### config.mk
export PLATFORM = sky130hd
export DESIGN_NAME = ibf_div
export DESIGN_NICKNAME = d
export VERILOG_FILES = /design/src/rtl/ibf_pkg.sv /design/src/rtl/ibf_div.sv
export SDC_FILE = /design/constraint.sdc
export NUM_CORES = 1
export LEC_CHECK = 0
export BUFFER_PORTS_ARGS = -buffer_cell sky130_fd_sc_hd__buf_2
export CELL_PAD_IN_SITES_DETAIL_PLACEMENT = 1
export CELL_PAD_IN_SITES_GLOBAL_PLACEMENT = 2
export CORE_UTILIZATION = 34
export DETAILED_ROUTE_END_ITERATION = 10
export MAX_ROUTING_LAYER = met4
export PLACE_DENSITY_LB_ADDON = 0.05
export SLEW_MARGIN = 20
export SYNTH_ARGS = -nofsm -noshare
export SYNTH_HDL_FRONTEND = slang
export SYNTH_SLANG_ARGS = --single-unit
### constraint.sdc
create_clock -name clock -period 2.5 [get_ports clock]
set_input_delay 0.5 -clock clock [delete_from_list [all_inputs] [get_ports clock]]
set_output_delay 0.5 -clock clock [all_outputs]
set_load 0.005 [all_outputs]
### src/rtl/ibf_pkg.sv
// Shared constants, types and constant tables of the in-place box filter.
`timescale 1ns / 1ps

package ibf_pkg;

   // Frame geometry and window limit
   localparam int FRAME_WIDTH  = 128;
   localparam int FRAME_HEIGHT = 128;
   localparam int MAX_WINDOW   = 15;

   // Field widths
   localparam int PIXEL_W    = 8;
   localparam int CMD_W      = 2;
   localparam int WIN_W      = 4;
   localparam int CSR_IDX_W  = 1;
   localparam int CSR_DATA_W = 4;

   localparam int PIX_COUNT = FRAME_WIDTH * FRAME_HEIGHT;
   localparam int ADDR_W    = (PIX_COUNT > 1) ? $clog2(PIX_COUNT) : 1;
   localparam int COL_W     = (FRAME_WIDTH > 1) ? $clog2(FRAME_WIDTH) : 1;
   localparam int ROW_W     = (FRAME_HEIGHT > 1) ? $clog2(FRAME_HEIGHT) : 1;

   // Effective window side never exceeds what the 4-bit register can hold
   localparam int EFF_MAX  = (MAX_WINDOW < 15) ? MAX_WINDOW : 15;
   localparam int HALF_MAX = EFF_MAX / 2;
   localparam int HALF_W   = (HALF_MAX > 0) ? $clog2(HALF_MAX + 1) : 1;
   localparam int SPAN_W   = HALF_W + 1;
   localparam int SPAN_MAX = 2 * HALF_MAX + 1;

   localparam int DVS_W = (EFF_MAX > 1) ? $clog2(EFF_MAX * EFF_MAX + 1) : 1;
   localparam int SUM_W = $clog2(SPAN_MAX * SPAN_MAX * 255 + 1);

   // Signed unwrapped window coordinates
   localparam int COLU_W = $clog2(FRAME_WIDTH + HALF_MAX + 1) + 1;
   localparam int ROWU_W = $clog2(FRAME_HEIGHT + HALF_MAX + 1) + 1;

   typedef enum logic [CMD_W-1:0] {
      CMD_LOAD   = 2'd0,
      CMD_FILTER = 2'd1,
      CMD_READ   = 2'd2
   } cmd_type;

   typedef enum logic [CSR_IDX_W-1:0] {
      CSR_WINDOW_SIZE = 1'b0,
      CSR_BORDER_MODE = 1'b1
   } csr_index_type;

   typedef logic [HALF_MAX:0][COL_W-1:0] col_tab_type;
   typedef logic [HALF_MAX:0][ROW_W-1:0] row_tab_type;

   // Wrapped coordinate of -half for each half width
   function automatic col_tab_type col_wrap_tab();
      col_tab_type t;
      for (int i = 0; i <= HALF_MAX; i++) begin
         t[i] = COL_W'((FRAME_WIDTH - (i % FRAME_WIDTH)) % FRAME_WIDTH);
      end
      return t;
   endfunction

   function automatic row_tab_type row_wrap_tab();
      row_tab_type t;
      for (int i = 0; i <= HALF_MAX; i++) begin
         t[i] = ROW_W'((FRAME_HEIGHT - (i % FRAME_HEIGHT)) % FRAME_HEIGHT);
      end
      return t;
   endfunction

   localparam col_tab_type COL_WRAP_TAB = col_wrap_tab();
   localparam row_tab_type ROW_WRAP_TAB = row_wrap_tab();

   typedef struct packed {
      logic             start;
      logic [SUM_W-1:0] dividend;
      logic [DVS_W-1:0] divisor;
   } div_req_type;

   typedef struct packed {
      logic             done;
      logic [SUM_W-1:0] quotient;
   } div_rsp_type;

endpackage

### src/rtl/ibf_div.sv
// Restoring divider: one quotient bit per cycle for the window mean.
`timescale 1ns / 1ps

module ibf_div import ibf_pkg::*; (
   input  logic        clock,
   input  logic        reset,
   input  div_req_type req,
   output div_rsp_type rsp
);

   localparam int CNT_W = (SUM_W > 1) ? $clog2(SUM_W) : 1;

   logic             busy_ff, busy_in;
   logic             done_ff, done_in;
   logic [CNT_W-1:0] cnt_ff, cnt_in;
   logic [DVS_W-1:0] rem_ff, rem_in;
   logic [DVS_W-1:0] dvs_ff, dvs_in;
   logic [SUM_W-1:0] quo_ff, quo_in;
   logic [DVS_W:0]   trial;
   logic             fits;

   assign trial = {rem_ff, quo_ff[SUM_W-1]};
   assign fits  = trial >= {1'b0, dvs_ff};

   always_comb begin
      busy_in = busy_ff;
      done_in = 1'b0;
      cnt_in  = cnt_ff;
      rem_in  = rem_ff;
      dvs_in  = dvs_ff;
      quo_in  = quo_ff;
      if (req.start) begin
         busy_in = 1'b1;
         cnt_in  = '0;
         rem_in  = '0;
         dvs_in  = req.divisor;
         quo_in  = req.dividend;
      end else if (busy_ff) begin
         // shift in one quotient bit, keep the partial remainder
         rem_in = fits ? DVS_W'(trial - {1'b0, dvs_ff}) : trial[DVS_W-1:0];
         quo_in = {quo_ff[SUM_W-2:0], fits};
         cnt_in = cnt_ff + 1'b1;
         if (cnt_ff == CNT_W'(SUM_W - 1)) begin
            busy_in = 1'b0;
            done_in = 1'b1;
         end
      end
   end

   always_ff @(posedge clock) begin
      if (reset) begin
         busy_ff <= 1'b0;
         done_ff <= 1'b0;
      end else begin
         busy_ff <= busy_in;
         done_ff <= done_in;
      end
      cnt_ff <= cnt_in;
      rem_ff <= rem_in;
      dvs_ff <= dvs_in;
      quo_ff <= quo_in;
   end

   assign rsp.done     = done_ff;
   assign rsp.quotient = quo_ff;

endmodule
After elaboration in Yosys (flattened, before gate mapping)
Index checks and enable logic that the tools add are counted.

word-level totals
  memories = 0
  ROM bits = 0
  flip-flop bits (word level) = 38
  memory bits (writable) = 0
  bits in latches = 0

operators by class
  reduce and logical (&&, ||, !) cells = 2
  bitwise operators = 1
  $mul = 0
  add/sub/neg operators = 2
  multiplexer cells = 7
  eq/ne operators = 1
  $lt $le $gt $ge = 1
  div/mod/pow operators = 0
  shifts and indexed selects = 0

operators by type and width
  kind                   count
  $mux W16               2
  $ge A9 B8 Y1           1
  $mux W8                1
  $sub A8 B8 Y8          1
  $add A4 B1 Y4 const B  1
  $eq A4 B4 Y1 const B   1
  $mux W1                4
  $reduce_or A3 Y1       1
  $reduce_bool A2 Y1     1
  $not A1 Y1             1

Longest topological paths before layout
Gate-level depths: netlist of the first run.

  depth after elaboration = 4
  gate-level depth with buffers = 8

Worst setup path after synthesis of the first run
Ideal clock, no wire load.

  path kind = reg-to-reg
  start = reg quo_ff[15]
  end = reg rem_ff[6]
  arrival time = 1.970 ns
  slack = 0.439 ns
  setup time = 0.091 ns
  required time = 2.409 ns
  stages on the path, launching flop included = 9
  path buffers = 0
  clock period less this slack = 2.061 ns
  cells stage by stage = edfxtp_1 inv_1 ha_1 fa_1 nand2b_1 a2111oi_0 a311oi_1 a21o_1 a311oi_1

on the way
  cells in the longest elaborated chain, start to end = 2

ends and longest elaborated chain
  element                                               RTL line                      source
  start: declaration                                    ibf_div.sv:18                 logic [SUM_W-1:0] quo_ff, quo_in;
  start signal: assignment                              ibf_div.sv:61                 quo_ff <= quo_in;
  $sub A8 B8 Y8 / $ge A9 B8 Y1 (equally long branches)  ibf_div.sv:40, ibf_div.sv:23
  $mux W8 (*)                                           ibf_div.sv:40                 rem_in = fits ? DVS_W'(trial - {1'b0, dvs_ff}) : trial[DVS_W-1:0];
  end signal: assignment                                ibf_div.sv:59                 rem_ff <= rem_in;
  end: declaration                                      ibf_div.sv:16                 logic [DVS_W-1:0] rem_ff, rem_in;

Mark *: on every way between the ends. The rest lies on a longest branch, timed or not.
A chain may end at the register's enable or synchronous reset.

Worst setup path in the final report of the first run
Ends and elaborated chain as after synthesis.

==> flow_summary.yaml, run 1 <==
status:
  status: "finished, final reports clean"
global_routing:
  antenna_found_initial: 0
  grt_pass1_wl_um: 7380
  grt_usage_pct: 16.2
  grt_pass1_vias: 1581
  grt-busiest-layer: "met2"
  grt_use_met3_pct: 2.94
  grt_max_degree: 22
  grt-ovfl-total: 0
  grtUsageMet1_pct: 20.1
  grt_use_met2_pct: 26.9
power_and_ir_drop:
  power_density_mw_per_mm2: 646
  ir_worst_vdd_v: 0.000244
  power_leakage_uw: 0.000935
critical_path:
  end_kind: "flop"
  crit_fanout: 3
  crit_type: "reg -> reg"
  crit_arrival_ns: 2.45
  worstPathRequired_ns: 2.70
  startpoint_type: "flop"
sta:
  finalSetupTns_ns: 0
  post-route-min-period_ns: 2.25
  finalHoldViolCount: 0
  worst-slew-pin-transition_ns: 0.425
  setup_ws_ns: 0.252
  slew_violations: 0
  rsz0062_at_grt: "no"
  worst_clock_skew_ns: 0.00867
  setup_viol: 0
  fmax_mhz: 445
  post-route-period-util_pct: 89.9
  slew_headroom_pct: 71.7
synth:
  avgSynthCellArea_um2: 11.2
  async_reset_ff_share_pct: 0
  synth_top_cell_by_area: "edfxtp_1"
  synth_seq_area_share_pct: 51.3
  synthDistinctLibCells: 41
  syn_nets: 212
  synth_top_flop_cell: "edfxtp_1"
  netlist_instances: 175
  ys_seq_elements: 38
  syn-cell-area_mm2: 0.00195
  synth_edf_count: 24
  synth.top_cell.area_share_pct: 36.9
  yosys_warnings: 0
  synthTopCellsByArea: "edfxtp_1, dfxtp_1, mux2_2"
cts:
  cts.sinks: 38
  cts_made_buffers: 5
  cts_resized: 0
  h-tree-depth: 2
  cts_setup_buffers: 0
  cts_tree: "yes"
  cts-root-buf: "clkbuf_8"
  cts_hold_buf: 0
  cts.clk_slew.worst_paths_ns: 0.08
  clockBufferDepth: 2
  clk_latency_ns: 0.29
final_layout:
  drive_above_1_share_pct: 33.2
  diodes: 0
  fin_area_mm2: 0.00234
  final_nets: 259
  final_core_util_pct: 42.5
  fillers: 633
  area_growth_pct: 19.8
worst_hold_path:
  hold_class: "in -> reg"
floorplan:
  floorplan.initialDensity_pct: 35.4
  row_count: 27
  die_area_mm2: 0.00605
  die_w_um: 77.8
  core-area_mm2: 0.00551
  num_io_pins: 44
  fp.dieH_um: 77.8
route:
  drt_iter0_markers: 50
  antenna_left: 0
  via_per_inst: 4.97
  routed_wl_um: 4380
  wl_per_cell_um: 14.8
  vias: 1467
  drc_errors: 0
  dr.pass1.iters: 4
place:
  dpl_cell_area_mm2: 0.00226
  gp_congestion: 0.789
  place_hpwl_um: 3300
  port_buffers: 43
  pre_cts_slack_ns: 0.247
flow_run:
  maxCapViolations: 0
==> stage by stage <==
step           hold slack [ns]  instances  total power [uW]
6_report                 0.371        295              1510
5_1_grt                  0.376        295              1600
4_1_cts                  0.364        295              1530
3_5_place_dp             0.506        287              1120
3_3_place_gp             0.490        287              1110
2_1_floorplan            0.468        175               993
==> worst paths after layout <==
check                              start                     end  slack (ns)  depth (start not counted)
setup / recovery    quo_ff[15]$_DFFE_PP_  rem_ff[6]$_SDFFE_PP0P_        0.25                          8
hold / removal                     reset      busy_ff$_SDFF_PP0_        0.37                          2
setup reg to reg    quo_ff[15]$_DFFE_PP_  rem_ff[6]$_SDFFE_PP0P_        0.25                          8
hold reg to reg   cnt_ff[3]$_SDFFE_PP0P_      done_ff$_SDFF_PP0_        0.50                          2
==> metal layers <==
layer / wire length, um / up-vias
met3: 127 / 5
met1: 2090 / 699
met5: 0 / -
li1: - / 734
met2: 2130 / 29
met4: 38 / 0
==> critical path, cell delays in order (launching register included) <==
cell,delay [ns]
edfxtp_1,0.38
inv_1,0.06
ha_1,0.22
fa_1,0.41
nand2b_1,0.20
a2111oi_0,0.40
a311oi_1,0.11
a21o_1,0.18
a311oi_1,0.23
==> sequential cells by signal (all words and copies together), names as in the netlist <==
| register | cells |
|---|---|
| busy_ff | 1 |
| cnt_ff | 4 |
| done_ff | 1 |
| dvs_ff | 8 |
| quo_ff | 16 |
| rem_ff | 8 |
==> final cells by class <==
type                            count  area [um^2]  share of cell area, %
Tap cell                           72         90.1                   3.85
Sequential cell                    38         1000                   42.8
Clock buffer                        6         72.6                   3.10
Inverter                           14         52.6                   2.25
Clock inverter                      2         8.76                  0.375
Timing Repair Buffer               47          245                   10.5
Multi-Input combinational cell    116          868                   37.1
==> layout by cell type (no fill, tap or decap), drive strengths merged, types with 3 or more instances in the layout <==
cell type and count:
buf 47, edfxtp 24, nor2 18, mux2 15
inv 14, dfxtp 14, ha 9, nand2 8
a21oi 7, nand3 6, a311oi 6, clkbuf 6
o21ai 6, nand2b 5, xnor2 4, xor2 3
a21o 3
==> logic make-up after synthesis <==
kind of cell	Yosys count	share of synthesized area, %
simple gates	49	12.2
flops	38	51.3
compound gates	34	13.1
buf+inv	21	4.23
mux	16	9.17
fa+ha+maj	10	6.80
xor+xnor	7	3.14
==> Yosys cell counts (all sizes together) (3+ instances only) <==
library cell	instances
a21oi	7
xor2	3
nor2	18
clkbuf	3
nand2b	5
xnor2	4
inv	14
ha	9
nand3	6
edfxtp	24
o21ai	6
nand2	8
a21o	3
buf	4
mux2	15
a311oi	6
dfxtp	14
==> power breakdown <==
group          switching (uW)  leakage [uW]  internal (uW)
combinational             183      0.000539            153
clock                     215     0.0000426            192
sequential               34.4      0.000354            732
total                     433      0.000935           1080
Note: power is estimated with default switching activity, not from simulation.
==> run 2: changes to the inputs <==
==> constraint.sdc (replaced) <==
create_clock -name clock -period 2.5 [get_ports clock]
set_input_delay 0.25 -clock clock [delete_from_list [all_inputs] [get_ports clock]]
set_output_delay 0.25 -clock clock [all_outputs]
set_load 0.005 [all_outputs]
==> run 2 against run 1 <==
Worst setup slack improved by 0.038 ns. Combinational power about the same. Clock skew decreased by 0.0039 ns. Sequential power about the same. Total power decreased by 0.32%. Fmax increased by 1.7%. Count of clock-buffer cells in the layout unchanged. Worst hold slack got worse by 0.25 ns. Die area unchanged. Global-route usage increased by 0.48 points. Critical path type unchanged. Critical endpoint unchanged.
==> flow_summary.yaml, run 2 (synthesized netlist as in run 1, its figures left out) <==
final_layout:
  seqCellArea_mm2: 0.00100
  final_cell_count_no_fill: 294
  area_growth_pct: 19.4
  regMostFlops: "quo_ff"
  diodes: 0
  fillers: 641
  final_core_util_pct: 42.3
  final_nets: 258
  drive_above_1_share_pct: 32.9
  largest_register_ffs: 16
  multiInputGateArea_um2: 868
  largestRegisters: "quo_ff: 16 flops, dvs_ff: 8 flops, rem_ff: 8 flops"
  final_cell_mix: "buf_2, edfxtp_1, nor2_1, mux2_2"
  final_common_cell: "buf_2"
cts:
  h-tree-depth: 2
  cts_hold_buf: 0
  clk_latency_ns: 0.29
  cts.sinks: 38
  cts_resized: 0
  cts_setup_buffers: 0
  cts_tree: "yes"
  cts_made_buffers: 5
  cts.clk_slew.worst_paths_ns: 0.07
  cts-root-buf: "clkbuf_8"
  clockBufferDepth: 2
sta:
  finalHoldViolCount: 0
  post-route-period-util_pct: 88.4
  setup_viol: 0
  post-route-min-period_ns: 2.21
  rsz0062_at_grt: "no"
  worst_clock_skew_ns: 0.00477
  slew_violations: 0
  hold_slack_ns: 0.125
  worst-slew-pin-transition_ns: 0.530
  fmax_mhz: 453
  finalSetupTns_ns: 0
  slew_headroom_pct: 64.7
power_and_ir_drop:
  total_power_uw: 1510
  power_leakage_uw: 0.000930
  power_density_mw_per_mm2: 646
  ir_worst_vdd_v: 0.000242
floorplan:
  die_area_mm2: 0.00605
  die_w_um: 77.8
  core-area_mm2: 0.00551
  row_count: 27
  num_io_pins: 44
  floorplan.initialDensity_pct: 35.4
  fp.dieH_um: 77.8
route:
  drc_errors: 0
  dr.pass1.iters: 4
  wl_per_cell_um: 15.2
  antenna_left: 0
  drt_iter0_markers: 32
  routed_wl_um: 4480
  via_per_inst: 5.18
  vias: 1523
place:
  place_hpwl_um: 3330
  port_buffers: 43
  gp_congestion: 0.769
  placed_cells: 286
worst_hold_path:
  hold_class: "in -> reg"
  hp-start: "reset"
  hold_path_depth: 2
  min_to: "busy_ff$_SDFF_PP0_"
critical_path:
  crit_fanout: 3
  r2r_slack_ns: 0.29
  crit_type: "reg -> reg"
  worst_r2r_endpoint: "rem_ff[6]$_SDFFE_PP0P_"
  startpoint_type: "flop"
  reg2reg_depth: 8
  crit_arrival_ns: 2.41
  worstPathRequired_ns: 2.70
  r2r-start: "quo_ff[15]$_DFFE_PP_"
  end_kind: "flop"
global_routing:
  grt_max_degree: 27
  grt-ovfl-total: 0
  grt_pass1_wl_um: 7570
  grt_pass1_vias: 1568
  grt_usage_pct: 16.7
  antenna_found_initial: 0
status:
  status: "finished, final reports clean"
flow_run:
  maxCapViolations: 0
[run 2: routing by layer]
layer | global-route usage [%] | share of wire, %
met3 | 3.18 | 2.9
met4 | 6.60 | 1.9
met1 | 21.1 | 47
met2 | 26.4 | 48
met5 | - | 0
[run 2: worst max path at each step]
stage | from | slack, ns | to | cells after the start
6_report | quo_ff[15]$_DFFE_PP_ | 0.29 | rem_ff[6]$_SDFFE_PP0P_ | 8
5_1_grt | quo_ff[15]$_DFFE_PP_ | 0.10 | rem_ff[6]$_SDFFE_PP0P_ | 8
4_1_cts | quo_ff[15]$_DFFE_PP_ | 0.29 | rem_ff[6]$_SDFFE_PP0P_ | 8
3_5_place_dp | quo_ff[15]$_DFFE_PP_ | 0.27 | rem_ff[6]$_SDFFE_PP0P_ | 8
3_3_place_gp | quo_ff[15]$_DFFE_PP_ | 0.33 | rem_ff[6]$_SDFFE_PP0P_ | 8
2_1_floorplan | quo_ff[15]$_DFFE_PP_ | 0.44 | rem_ff[6]$_SDFFE_PP0P_ | 8
[run 2: layout make-up]
| type | instances | area share (%) |
|---|---|---|
| Clock buffer | 6 | 3.11 |
| Inverter | 14 | 2.25 |
| Sequential cell | 38 | 42.9 |
| Tap cell | 72 | 3.86 |
| Clock inverter | 2 | 0.376 |
| Timing Repair Buffer | 46 | 10.2 |
| Multi-Input combinational cell | 116 | 37.3 |
[run 2: worst max-delay path: stages, from the launching register on]
cell and delay (ns):
edfxtp_1 0.36, inv_1 0.05, ha_1 0.22, fa_1 0.41
nand2b_1 0.20, a2111oi_0 0.39, a311oi_1 0.10, a21o_1 0.17
a311oi_1 0.23
[run 2: metrics by stage]
step	setup WS (ns)	instance area [um^2]
floorplan	0.439	1950
global placement	0.329	2250
detailed placement	0.266	2250
CTS	0.286	2330
global route	0.104	2330
finish	0.290	2330
[run 2: power breakdown]
part           total [uW]  internal [uW]  switching (uW)
clock                 404            192             212
sequential            766            732            33.9
combinational         336            152             184
